$ cat src/hw/rtl/mrrd_pkg.sv
// Shared types, codes and the CRC-16 byte update for the response detector.
// Used by mrrd_frame, the top level, the checker and the testbench; depends on nothing.
package mrrd_pkg;

  localparam int unsigned MAX_DATA_BYTES = 63;
  localparam int unsigned APB_ADDR_WIDTH = 3;

  localparam logic [15:0] BYTE_GAP_RESET      = 16'd1719;
  localparam logic [23:0] RESP_TIMEOUT_RESET  = 24'd1000000;
  localparam logic [23:0] ELAPSED_MAX         = 24'hFFFFFF;
  localparam logic [15:0] CRC_INIT            = 16'hFFFF;
  localparam logic [15:0] CRC_POLY            = 16'hA001;

  localparam logic REG_BYTE_GAP     = 1'b0;
  localparam logic REG_RESP_TIMEOUT = 1'b1;

  localparam logic [1:0] MODE_ARM  = 2'd0;
  localparam logic [1:0] MODE_BYTE = 2'd1;
  localparam logic [1:0] MODE_TICK = 2'd2;

  localparam logic [2:0] ST_OK          = 3'd0;
  localparam logic [2:0] ST_NO_RESPONSE = 3'd1;
  localparam logic [2:0] ST_GAP_TIMEOUT = 3'd2;
  localparam logic [2:0] ST_CRC_ERROR   = 3'd3;
  localparam logic [2:0] ST_BAD_FUNC    = 3'd4;
  localparam logic [2:0] ST_COUNT_BIG   = 3'd5;

  localparam logic [7:0] FC_READ_FIRST  = 8'd1;
  localparam logic [7:0] FC_READ_LAST   = 8'd4;
  localparam logic [7:0] FC_WRITE_COIL  = 8'd5;
  localparam logic [7:0] FC_WRITE_REG   = 8'd6;
  localparam logic [7:0] FC_WRITE_COILS = 8'd15;
  localparam logic [7:0] FC_WRITE_REGS  = 8'd16;

  typedef enum logic [2:0] {
    PH_IDLE,
    PH_WAIT_FIRST,
    PH_FUNC,
    PH_COUNT,
    PH_DATA,
    PH_CRC_LO,
    PH_CRC_HI
  } phase_e;

  typedef enum logic [1:0] {
    DR_IDLE,
    DR_READ,
    DR_WAIT
  } drain_e;

  typedef struct packed {
    logic [1:0] mode;
    logic [7:0] rx_byte;
  } in_item_t;

  typedef struct packed {
    logic [2:0] status;
    logic [7:0] slave_address;
    logic [7:0] function_code;
    logic [7:0] payload_byte;
    logic       last_of_run;
  } out_item_t;

  typedef struct packed {
    logic [15:0] byte_gap_ticks;
    logic [23:0] response_timeout_ticks;
  } cfg_t;

  function automatic logic [15:0] crc16_byte(logic [15:0] crc, logic [7:0] data);
    logic [15:0] c;
    c = crc ^ {8'h00, data};
    for (int k = 0; k < 8; k++) begin
      c = c[0] ? ((c >> 1) ^ CRC_POLY) : (c >> 1);
    end
    return c;
  endfunction

endpackage

$ cat src/hw/rtl/mrrd_ram.sv
// Generic single-port-write, single-port-read RAM with a registered read.
// Stand-alone; used for the payload store of the response detector.
module mrrd_ram #(
  parameter int unsigned Width     = 8,
  parameter int unsigned Depth     = 63,
  parameter int unsigned AddrWidth = (Depth > 1) ? $clog2(Depth) : 1
) (
  input  logic                 clk_i,
  input  logic                 we_i,
  input  logic [AddrWidth-1:0] waddr_i,
  input  logic [Width-1:0]     wdata_i,
  input  logic                 re_i,
  input  logic [AddrWidth-1:0] raddr_i,
  output logic [Width-1:0]     rdata_o
);

  logic [Width-1:0] mem_q [Depth];
  logic [Width-1:0] rdata_q;

  always_ff @(posedge clk_i) begin
    if (we_i) begin
      mem_q[waddr_i] <= wdata_i;
    end
    if (re_i) begin
      rdata_q <= mem_q[raddr_i];
    end
  end

  assign rdata_o = rdata_q;

endmodule

$ cat src/hw/rtl/mrrd_frame.sv
// Frame parser: phase machine, tick timers, CRC, payload store access and drain.
// Depends on mrrd_pkg; drives the write and read ports of one mrrd_ram.
module mrrd_frame #(
  parameter int unsigned MaxDataBytes = mrrd_pkg::MAX_DATA_BYTES,
  parameter int unsigned AddrWidth    = $clog2(MaxDataBytes)
) (
  input  logic                 clk_i,
  input  logic                 rst_ni,
  input  mrrd_pkg::cfg_t       cfg_i,
  input  logic                 in_valid_i,
  output logic                 in_ready_o,
  input  mrrd_pkg::in_item_t   in_data_i,
  output logic                 out_valid_o,
  input  logic                 out_ready_i,
  output mrrd_pkg::out_item_t  out_data_o,
  output logic                 mem_we_o,
  output logic [AddrWidth-1:0] mem_waddr_o,
  output logic [7:0]           mem_wdata_o,
  output logic                 mem_re_o,
  output logic [AddrWidth-1:0] mem_raddr_o,
  input  logic [7:0]           mem_rdata_i
);
  import mrrd_pkg::*;

  localparam int unsigned CntWidth = $clog2(MaxDataBytes + 1);

  phase_e              phase_q, phase_d;
  drain_e              drain_q, drain_d;
  logic [23:0]         elapsed_q, elapsed_d, elapsed_inc;
  logic [7:0]          addr_q, addr_d;
  logic [7:0]          func_q, func_d;
  logic [CntWidth-1:0] decl_q, decl_d;
  logic [CntWidth-1:0] rem_q, rem_d;
  logic [15:0]         crc_q, crc_d, crc_next;
  logic [7:0]          crc_lo_q, crc_lo_d;
  logic [AddrWidth-1:0] rd_idx_q, rd_idx_d;
  logic [AddrWidth-1:0] rd_last_q, rd_last_d;
  logic                out_valid_q, out_valid_d;
  out_item_t           out_q, out_d;
  logic                slot_free, in_fire, fail_en, is_read_func;
  logic [2:0]          fail_st;
  logic [7:0]          rx;

  assign slot_free    = !out_valid_q || out_ready_i;
  assign in_ready_o   = (drain_q == DR_IDLE) && slot_free;
  assign in_fire      = in_valid_i && in_ready_o;
  assign rx           = in_data_i.rx_byte;
  assign crc_next     = crc16_byte(crc_q, rx);
  assign elapsed_inc  = (elapsed_q == ELAPSED_MAX) ? elapsed_q : elapsed_q + 24'd1;
  assign is_read_func = (func_q >= FC_READ_FIRST) && (func_q <= FC_READ_LAST);

  always_ff @(posedge clk_i or negedge rst_ni) begin
    if (!rst_ni) begin
      phase_q     <= PH_IDLE;
      drain_q     <= DR_IDLE;
      elapsed_q   <= '0;
      addr_q      <= '0;
      func_q      <= '0;
      decl_q      <= '0;
      rem_q       <= '0;
      crc_q       <= CRC_INIT;
      crc_lo_q    <= '0;
      rd_idx_q    <= '0;
      rd_last_q   <= '0;
      out_valid_q <= 1'b0;
    end else begin
      phase_q     <= phase_d;
      drain_q     <= drain_d;
      elapsed_q   <= elapsed_d;
      addr_q      <= addr_d;
      func_q      <= func_d;
      decl_q      <= decl_d;
      rem_q       <= rem_d;
      crc_q       <= crc_d;
      crc_lo_q    <= crc_lo_d;
      rd_idx_q    <= rd_idx_d;
      rd_last_q   <= rd_last_d;
      out_valid_q <= out_valid_d;
    end
  end

  always_ff @(posedge clk_i) begin
    out_q <= out_d;
  end

  always_comb begin
    phase_d     = phase_q;
    drain_d     = drain_q;
    elapsed_d   = elapsed_q;
    addr_d      = addr_q;
    func_d      = func_q;
    decl_d      = decl_q;
    rem_d       = rem_q;
    crc_d       = crc_q;
    crc_lo_d    = crc_lo_q;
    rd_idx_d    = rd_idx_q;
    rd_last_d   = rd_last_q;
    out_valid_d = out_valid_q && !out_ready_i;
    out_d       = out_q;
    mem_we_o    = 1'b0;
    mem_waddr_o = AddrWidth'(decl_q - rem_q);
    mem_wdata_o = rx;
    mem_re_o    = 1'b0;
    mem_raddr_o = rd_idx_q;
    fail_en     = 1'b0;
    fail_st     = ST_OK;

    if (in_fire) begin
      unique case (in_data_i.mode)
        MODE_ARM: begin
          phase_d   = PH_WAIT_FIRST;
          elapsed_d = '0;
          addr_d    = '0;
          func_d    = '0;
          decl_d    = '0;
          rem_d     = '0;
          crc_d     = CRC_INIT;
          crc_lo_d  = '0;
        end
        MODE_TICK: begin
          if (phase_q != PH_IDLE) begin
            elapsed_d = elapsed_inc;
            if (phase_q == PH_WAIT_FIRST) begin
              if (elapsed_inc >= cfg_i.response_timeout_ticks) begin
                fail_en = 1'b1;
                fail_st = ST_NO_RESPONSE;
              end
            end else if (elapsed_inc > {8'h00, cfg_i.byte_gap_ticks}) begin
              fail_en = 1'b1;
              fail_st = ST_GAP_TIMEOUT;
            end
          end
        end
        MODE_BYTE: begin
          if (phase_q != PH_IDLE) begin
            elapsed_d = '0;
          end
          unique case (phase_q)
            PH_IDLE: ;
            PH_WAIT_FIRST: begin
              addr_d  = rx;
              crc_d   = crc_next;
              phase_d = PH_FUNC;
            end
            PH_FUNC: begin
              func_d = rx;
              crc_d  = crc_next;
              case (rx) inside
                [FC_READ_FIRST:FC_READ_LAST]: begin
                  phase_d = PH_COUNT;
                end
                FC_WRITE_COIL, FC_WRITE_REG, FC_WRITE_COILS, FC_WRITE_REGS: begin
                  decl_d  = CntWidth'(4);
                  rem_d   = CntWidth'(4);
                  phase_d = PH_DATA;
                end
                default: begin
                  fail_en = 1'b1;
                  fail_st = ST_BAD_FUNC;
                end
              endcase
            end
            PH_COUNT: begin
              crc_d = crc_next;
              if (rx > 8'(MaxDataBytes)) begin
                fail_en = 1'b1;
                fail_st = ST_COUNT_BIG;
              end else begin
                decl_d  = CntWidth'(rx);
                rem_d   = CntWidth'(rx);
                phase_d = (rx == 8'h00) ? PH_CRC_LO : PH_DATA;
              end
            end
            PH_DATA: begin
              crc_d    = crc_next;
              mem_we_o = 1'b1;
              rem_d    = rem_q - CntWidth'(1);
              if (rem_q == CntWidth'(1)) begin
                phase_d = PH_CRC_LO;
              end
            end
            PH_CRC_LO: begin
              crc_lo_d = rx;
              phase_d  = PH_CRC_HI;
            end
            PH_CRC_HI: begin
              phase_d = PH_IDLE;
              if ({rx, crc_lo_q} != crc_q) begin
                fail_en = 1'b1;
                fail_st = ST_CRC_ERROR;
              end else begin
                if (is_read_func) begin
                  out_valid_d = 1'b1;
                  out_d = '{status: ST_OK, slave_address: addr_q, function_code: func_q,
                            payload_byte: 8'(decl_q), last_of_run: (decl_q == '0)};
                end
                if (decl_q != '0) begin
                  drain_d   = DR_READ;
                  rd_idx_d  = '0;
                  rd_last_d = AddrWidth'(decl_q - CntWidth'(1));
                end
              end
            end
            default: phase_d = PH_IDLE;
          endcase
        end
        default: ;
      endcase
    end

    if (fail_en) begin
      phase_d     = PH_IDLE;
      out_valid_d = 1'b1;
      out_d = '{status: fail_st, slave_address: addr_d, function_code: func_d,
                payload_byte: 8'h00, last_of_run: 1'b1};
    end

    unique case (drain_q)
      DR_IDLE: ;
      DR_READ: begin
        mem_re_o = 1'b1;
        drain_d  = DR_WAIT;
      end
      DR_WAIT: begin
        if (slot_free) begin
          out_valid_d = 1'b1;
          out_d = '{status: ST_OK, slave_address: addr_q, function_code: func_q,
                    payload_byte: mem_rdata_i, last_of_run: (rd_idx_q == rd_last_q)};
          if (rd_idx_q == rd_last_q) begin
            drain_d = DR_IDLE;
          end else begin
            rd_idx_d = rd_idx_q + AddrWidth'(1);
            drain_d  = DR_READ;
          end
        end
      end
      default: drain_d = DR_IDLE;
    endcase
  end

  assign out_valid_o = out_valid_q;
  assign out_data_o  = out_q;

endmodule

$ cat src/hw/rtl/modbus_rtu_response_detector.sv
// Top level of the response detector: APB register file, frame parser, payload RAM.
// Depends on mrrd_pkg, mrrd_frame and mrrd_ram.
//
// An arm word starts waiting for a slave response; byte words are parsed as a Modbus RTU frame
// and tick words drive the response and inter-byte timeouts. Arm, byte and tick words are taken
// one per cycle while the output register is free or being emptied, and otherwise wait for it.
// When a frame passes its CRC the data bytes are read back from the payload RAM one at a time:
// each byte is a read of the RAM and then a load of the output register, which waits while the
// consumer stalls; input stays held off until the last word of the run is loaded.
// An error gives a single word with a zero payload. The RAM needs no clearing after reset.
module modbus_rtu_response_detector #(
  parameter int unsigned MaxDataBytes = mrrd_pkg::MAX_DATA_BYTES
) (
  input  logic                                clk_i,
  input  logic                                rst_ni,
  input  logic                                in_valid_i,
  output logic                                in_ready_o,
  input  mrrd_pkg::in_item_t                  in_data_i,
  output logic                                out_valid_o,
  input  logic                                out_ready_i,
  output mrrd_pkg::out_item_t                 out_data_o,
  input  logic                                psel,
  input  logic                                penable,
  input  logic                                pwrite,
  input  logic [mrrd_pkg::APB_ADDR_WIDTH-1:0] paddr,
  input  logic [31:0]                         pwdata,
  output logic [31:0]                         prdata,
  output logic                                pready
);
  import mrrd_pkg::*;

  localparam int unsigned AddrWidth = $clog2(MaxDataBytes);

  cfg_t                 cfg_q;
  logic                 reg_wr;
  logic                 reg_sel;
  logic                 mem_we;
  logic                 mem_re;
  logic [AddrWidth-1:0] mem_waddr;
  logic [AddrWidth-1:0] mem_raddr;
  logic [7:0]           mem_wdata;
  logic [7:0]           mem_rdata;

  assign pready  = 1'b1;
  assign reg_wr  = psel && penable && pwrite;
  assign reg_sel = paddr[2];

  always_ff @(posedge clk_i or negedge rst_ni) begin
    if (!rst_ni) begin
      cfg_q.byte_gap_ticks         <= BYTE_GAP_RESET;
      cfg_q.response_timeout_ticks <= RESP_TIMEOUT_RESET;
    end else if (reg_wr) begin
      unique case (reg_sel)
        REG_BYTE_GAP:     cfg_q.byte_gap_ticks         <= pwdata[15:0];
        REG_RESP_TIMEOUT: cfg_q.response_timeout_ticks <= pwdata[23:0];
        default: ;
      endcase
    end
  end

  always_comb begin
    unique case (reg_sel)
      REG_BYTE_GAP:     prdata = {16'h0000, cfg_q.byte_gap_ticks};
      REG_RESP_TIMEOUT: prdata = {8'h00, cfg_q.response_timeout_ticks};
      default:          prdata = '0;
    endcase
  end

  mrrd_frame #(
    .MaxDataBytes (MaxDataBytes),
    .AddrWidth    (AddrWidth)
  ) u_frame (
    .clk_i       (clk_i),
    .rst_ni      (rst_ni),
    .cfg_i       (cfg_q),
    .in_valid_i  (in_valid_i),
    .in_ready_o  (in_ready_o),
    .in_data_i   (in_data_i),
    .out_valid_o (out_valid_o),
    .out_ready_i (out_ready_i),
    .out_data_o  (out_data_o),
    .mem_we_o    (mem_we),
    .mem_waddr_o (mem_waddr),
    .mem_wdata_o (mem_wdata),
    .mem_re_o    (mem_re),
    .mem_raddr_o (mem_raddr),
    .mem_rdata_i (mem_rdata)
  );

  mrrd_ram #(
    .Width     (8),
    .Depth     (MaxDataBytes),
    .AddrWidth (AddrWidth)
  ) u_store (
    .clk_i   (clk_i),
    .we_i    (mem_we),
    .waddr_i (mem_waddr),
    .wdata_i (mem_wdata),
    .re_i    (mem_re),
    .raddr_i (mem_raddr),
    .rdata_o (mem_rdata)
  );

endmodule

$ cat config.mk
export PLATFORM = sky130hd
export DESIGN_NAME = modbus_rtu_response_detector
export DESIGN_NICKNAME = d
export VERILOG_FILES = /design/src/hw/rtl/mrrd_pkg.sv /design/src/hw/rtl/mrrd_ram.sv /design/src/hw/rtl/mrrd_frame.sv /design/src/hw/rtl/modbus_rtu_response_detector.sv
export SDC_FILE = /design/constraint.sdc
export NUM_CORES = 1
export LEC_CHECK = 0
export ABC_AREA = 1
export BUFFER_PORTS_ARGS = -buffer_cell sky130_fd_sc_hd__buf_4
export CAP_MARGIN = 20
export CORE_AREA = 3 3 279 281
export CTS_BUF_LIST = sky130_fd_sc_hd__clkbuf_2 sky130_fd_sc_hd__clkbuf_4 sky130_fd_sc_hd__clkbuf_8
export CTS_CLUSTER_SIZE = 12
export DETAILED_ROUTE_END_ITERATION = 7
export DIE_AREA = 0 0 282 284
export PLACE_DENSITY = 0.66
export SKIP_CTS_REPAIR_TIMING = 1
export SYNTH_ARGS = -nofsm -noshare
export SYNTH_HDL_FRONTEND = slang
export SYNTH_SLANG_ARGS = --single-unit
$ cat constraint.sdc
create_clock -name clk_i -period 9.77 [get_ports clk_i]
set_clock_uncertainty 0.15 [all_clocks]
set_input_delay 0.977 -clock clk_i [delete_from_list [all_inputs] [get_ports clk_i]]
set_output_delay 0.977 -clock clk_i [all_outputs]
set_load 0.05 [all_outputs]
Yosys cells after proc, flatten, opt, wreduce, memory -nomap -nowiden:

Memory sizes are Yosys's and may differ from the RTL's. A register that Yosys moved wholly into a read port is not among the register bits.
Cells that the tools add are included.

* register bits: 162
* bits in latches: 0
* bits in writable memories: 504
* ROM bits: 0
* bits of input ports: 52
* output and inout bits: 63
* logic and storage cells: 205
* memories: 1

Memory list
* u_store.mem_q: words 63, width 8, read ports 1, clocked after memory_dff 1, write ports 1, line mrrd_ram.sv:17 `logic [Width-1:0] mem_q [Depth];`

* add/sub/neg operators: 5
* multipliers: 0
* div/mod/pow operators: 0
* order comparisons: 7
* eq/ne operators: 31
* shift-type cells: 0
* multiplexer cells: 99
* bitwise operators: 11
* reductions and logical operators: 32

Operators by type and width (number)
* 28-bit 2-to-1 mux: 8
* 16-bit 2-to-1 mux: 9
* 24-bit 2-to-1 mux: 3
* 24-bit case mux with 3 select lines: 1
* 6-bit 2-to-1 mux: 11
* 32-bit case mux with 2 select lines: 1
* 8-bit case mux with 2 select lines: 3
* 8-bit 2-to-1 mux: 5
* 3-bit 2-to-1 mux: 12
* 6-bit case mux with 2 select lines: 3
* 16-bit case mux with 2 select lines: 1
* 1-bit 2-to-1 mux: 26
* 24-bit by 1-bit adder with 24-bit output, second input constant: 1
* 24-bit == test, second input constant: 1
* 24-bit greater-or-equal comparator: 1
* 24-bit by 16-bit > comparator with 1-bit output: 1
* 2-bit inverter with 3-bit output: 8
* 3-bit case mux with 6 select lines: 1
* 6-bit case mux with 3 select lines: 1
* 6-bit AND reduction: 3
* 8-bit by 3-bit == test with 1-bit output, second input constant: 2
* 8-bit by 1-bit greater-or-equal comparator with 1-bit output, second input constant: 2
* 8-bit by 3-bit less-or-equal comparator with 1-bit output, second input constant: 2
* 2-bit 2-to-1 mux: 8
* 44 further kinds: 71

Logic depth before layout (Yosys ltp):

* depth after elaboration: 19
* depth in mapped cells: 32
* mapped depth without buffers: 32

By module:

A second synthesis with hierarchy kept.

* cells, all modules: 3224
* area total of the unflattened synthesis: 31512.7 µm²

By module, submodules not included
* mrrd_ram: instances 1, cells an instance 1785, area each 20951.3 µm², seq. area each 15374.7 µm²
* mrrd_frame: instances 1, cells an instance 1183, area each 8491.9 µm², seq. area each 2932.8 µm²
* modbus_rtu_response_detector: instances 1, cells an instance 256, area each 2069.5 µm², seq. area each 1019.7 µm²

Worst setup path before layout:

OpenSTA, ideal clock, no wires.

* path kind: in2reg
* start point: in out_ready_i
* end point: mem u_store.mem_q[17][0], enable pin
* library setup time: 0.370 ns
* arrival: 3.860 ns
* path slack: 5.390 ns
* cell stages on the path: 8
* buffers on the path: 0
* path through: nor2_1 > nor3_1 > nand2_1 > nor2_1 > inv_1 > nor3_1 > nand2_1 > nor2_1

* cells in the longest elaborated chain, start to end: 6

RTL lines
* start: declaration: line modbus_rtu_response_detector.sv:20 `input logic out_ready_i,`
* 1-bit logical OR: line mrrd_frame.sv:44 `assign slot_free = !out_valid_q || out_ready_i;`
* 1-bit logical AND: line mrrd_frame.sv:45 `assign in_ready_o = (drain_q == DR_IDLE) && slot_free;`
* net in_ready_o: line modbus_rtu_response_detector.sv:17 `output logic in_ready_o,`
* 1-bit logical AND: line mrrd_frame.sv:46 `assign in_fire = in_valid_i && in_ready_o;`
* 1-bit 2-to-1 mux: line mrrd_frame.sv:108 `if (in_fire) begin`
* 1-bit 2-to-1 mux: line mrrd_ram.sv:21 `if (we_i) begin`
* 1-bit 2-to-1 mux (implied by the code): line mrrd_ram.sv:22 `mem_q[waddr_i] <= wdata_i;`
* end: declaration: line mrrd_ram.sv:17

The timed path passes the listed nets, and every way through them passes these cells.

==> metrics.cfg <==
[floorplanning]
die_y_microns = 284
io_pins = 115
row_count = 101
core_sq_um = 75700
die-area_sq_um = 80100
die_x_microns = 282
initial_utilization_pct = 39.9

[timing]
setup_viol = 0
tightest_slew_ns = 1.18
fin_crit_sh_pct = 52.6
finalCriticalPeriod_ns = 5.14
maxSlewViolCount = 0
finalHoldViolations = 0
fmax_mhz = 195
fin_setup_tns_ns = 0
rsz0062_at_grt = false
relSlewSlack_pct = 21.5

[clock_tree]
htree_levels = 3
clk_pin_slew_worst_paths_ns = 0.07
root_buffer = clkbuf_8
clkLatencyLatePin_ns = 0.70
clock_sinks = 674
clk_path_buf_depth = 3
cts_tree = yes
cts_made_buffers = 100

[placement]
port_buffers = 95
place_hpwl_microns = 48000
post-place-cells = 3813
gp_congestion = 0.866

[critical_path]
critPathMaxStageDelay_ns = 0.53
worstPathRequired_ns = 10.21
crit_top_cell = nor2_1
path_buf_inv = 3
arrival_ns = 5.57
path_depth = 29
end_kind = flop
cpLargestDelayFamily = simple AND/OR/NAND/NOR gates
worstSetupPathType = flop to flop
slowest_stage = dfrtp_1
r2r_cells = 29
path_max_fanout = 31
startpoint = u_frame.elapsed_q[0]$_DFFE_PN0P_
worstReg2RegStart = u_frame.elapsed_q[0]$_DFFE_PN0P_
worst_setup_path_start_kind = flop

[synthesis]
async_flop_share_pct = 19.9
synth-edff-count = 512
synth_top_area_share_pct = 51.0
yosysWarnings = 0
syn_area_sq_um = 30200
ys_seq_area_share_pct = 64.1
yosys.area.top_type = edfxtp_1
yosysUniqueCellTypes = 58
syn_area_per_cell_sq_um = 10.5
synth_cells = 2866
synth_area_leaders = edfxtp_1 51%, dfrtp_1 8.5%, o21ai_0 6.4%
ys.flop_type = edfxtp_1
synth_seq_cells = 674

[power]
power_density_nw_per_um2 = 258
power_leakage_nw = 12.7
ir_worst_vdd_uv = 240

[global_routing]
grt_max_degree = 128
grt_first_pass_wirelength_microns = 119000
grt_pass1_vias = 20700
grt.overflow.total = 0
gr-usage-all-layers_pct = 19.2
antenna_found_initial = 2

[detailed_routing]
avgViaCountPerCell = 5.38
wl_per_cell_microns = 19.4
drc = 0
postRouteAntennaNets = 0
first_iter_violations = 1921
routed-via-count = 21500
wl_microns = 77500
first_pass_iters = 5

[finish]
fin_nets = 3043
area_growth_pct = 11.7
mostFrequentLayoutCells = 512 x edfxtp_1, 479 x nor2_1, 388 x o21ai_0, 337 x nand2_1, 230 x inv_1
layout-drive-gt1-share_pct = 11.9
layout_commonest_cell = edfxtp_1
final_cells = 3999
post-route-util_pct = 44.5

[status]
run_status = completed

[flow_run]
drv_cap = 0

[worst_hold_path]
hold_path.class = input port to async pin

[cells in the mapped netlist, types with 6 or more instances]
cell type and number:
buf_1 6, nor2_1 480, dfrtp_1 103, buf_4 9, dfxtp_1 28, o21ai_0 388, inv_1 230, nand2_1 337
xnor2_1 22, o221ai_1 74, o21ai_1 8, a21boi_1 9, o211ai_1 15, nand3_1 106, ha_1 51, nor3_1 17
o32ai_1 9, a21oi_1 85, o22ai_1 67, or2_2 7, nor2_2 7, dfstp_2 31, edfxtp_1 512, o21bai_1 7
xor2_1 36, nand4_1 16, clkbuf_1 134, a22oi_1 7
[logic make-up after synthesis]
group | after synthesis | synth area share, %
fa+ha+maj | 52 | 2.18
other cells | 2 | 0.0249
buf+inv | 393 | 5.11
simple gates | 993 | 13.4
flops | 674 | 64.1
xor+xnor | 58 | 1.68
compound gates | 692 | 13.4
mux | 2 | 0.0664
[registers in the layout (all words and copies together) (netlist names)]
signal and count:
u_frame.rd_last_q 6, u_frame.decl_q 6, cfg_q 40, u_frame.out_data_o 28, u_frame.crc_lo_q 8, u_frame.crc_q 16
u_frame.func_q 8, u_frame.out_valid_o 1, u_store.rdata_o 8, u_frame.phase_q 3, u_frame.mem_raddr_o 6, u_frame.drain_q 2
u_frame.elapsed_q 24, u_store.mem_q 504, u_frame.rem_q 6, u_frame.addr_q 8
[power breakdown]
group	leakage, nW	switching [mW]	total [mW]	internal, mW
registers	6.53	0.186	3.49	3.30
clock network	1.06	1.09	2.27	1.18
logic	5.09	2.09	2.95	0.860
total	12.7	3.36	8.70	5.34
[layer usage]
layer	vias up	GRT usage (%)	wire, microns
met5	-	0	0
met4	0	7.21	2350
met3	132	3.92	6030
met2	730	29.8	35700
met1	10500	26.5	33400
li1	10200	-	-
[stage by stage]
step                      cell area [sq um]  setup slack, ns  power (mW)  hold slack (ns)
after floorplan                       30200             5.39        5.52            0.269
final                                 33700             4.63        8.70            0.137
after detailed placement              31700             4.44        6.46            0.293
after global placement                31700             4.45        6.41            0.283
after global routing                  33700             4.10        9.19            0.168
after CTS                             33700             4.64        8.72            0.102
[layout make-up]
class                   instances  area, sq um
multi-input cells            1806         9340
inverters                     237          896
flip-flops and latches        674        19300
fillers                      7045        42000
clock inverters                36          196
well taps                     978         1220
diodes                          1         2.50
repair buffers                120          932
clock buffers                 147         1790
[final timing paths]
check                                                         to  slack, ns
worst max-delay path              u_frame.out_data_o[25]$_DFF_P_       4.63
worst min-delay path                       cfg_q[35]$_DFFE_PN0P_       0.14
worst max register to register    u_frame.out_data_o[25]$_DFF_P_       4.63
worst min register to register     u_frame.out_data_o[8]$_DFF_P_       0.30
max in group asynchronous       u_frame.mem_raddr_o[0]$_DFF_PN0_       7.84
min in group clk_i                 u_frame.out_data_o[8]$_DFF_P_       0.30
Power figures use the tool's default switching activity.
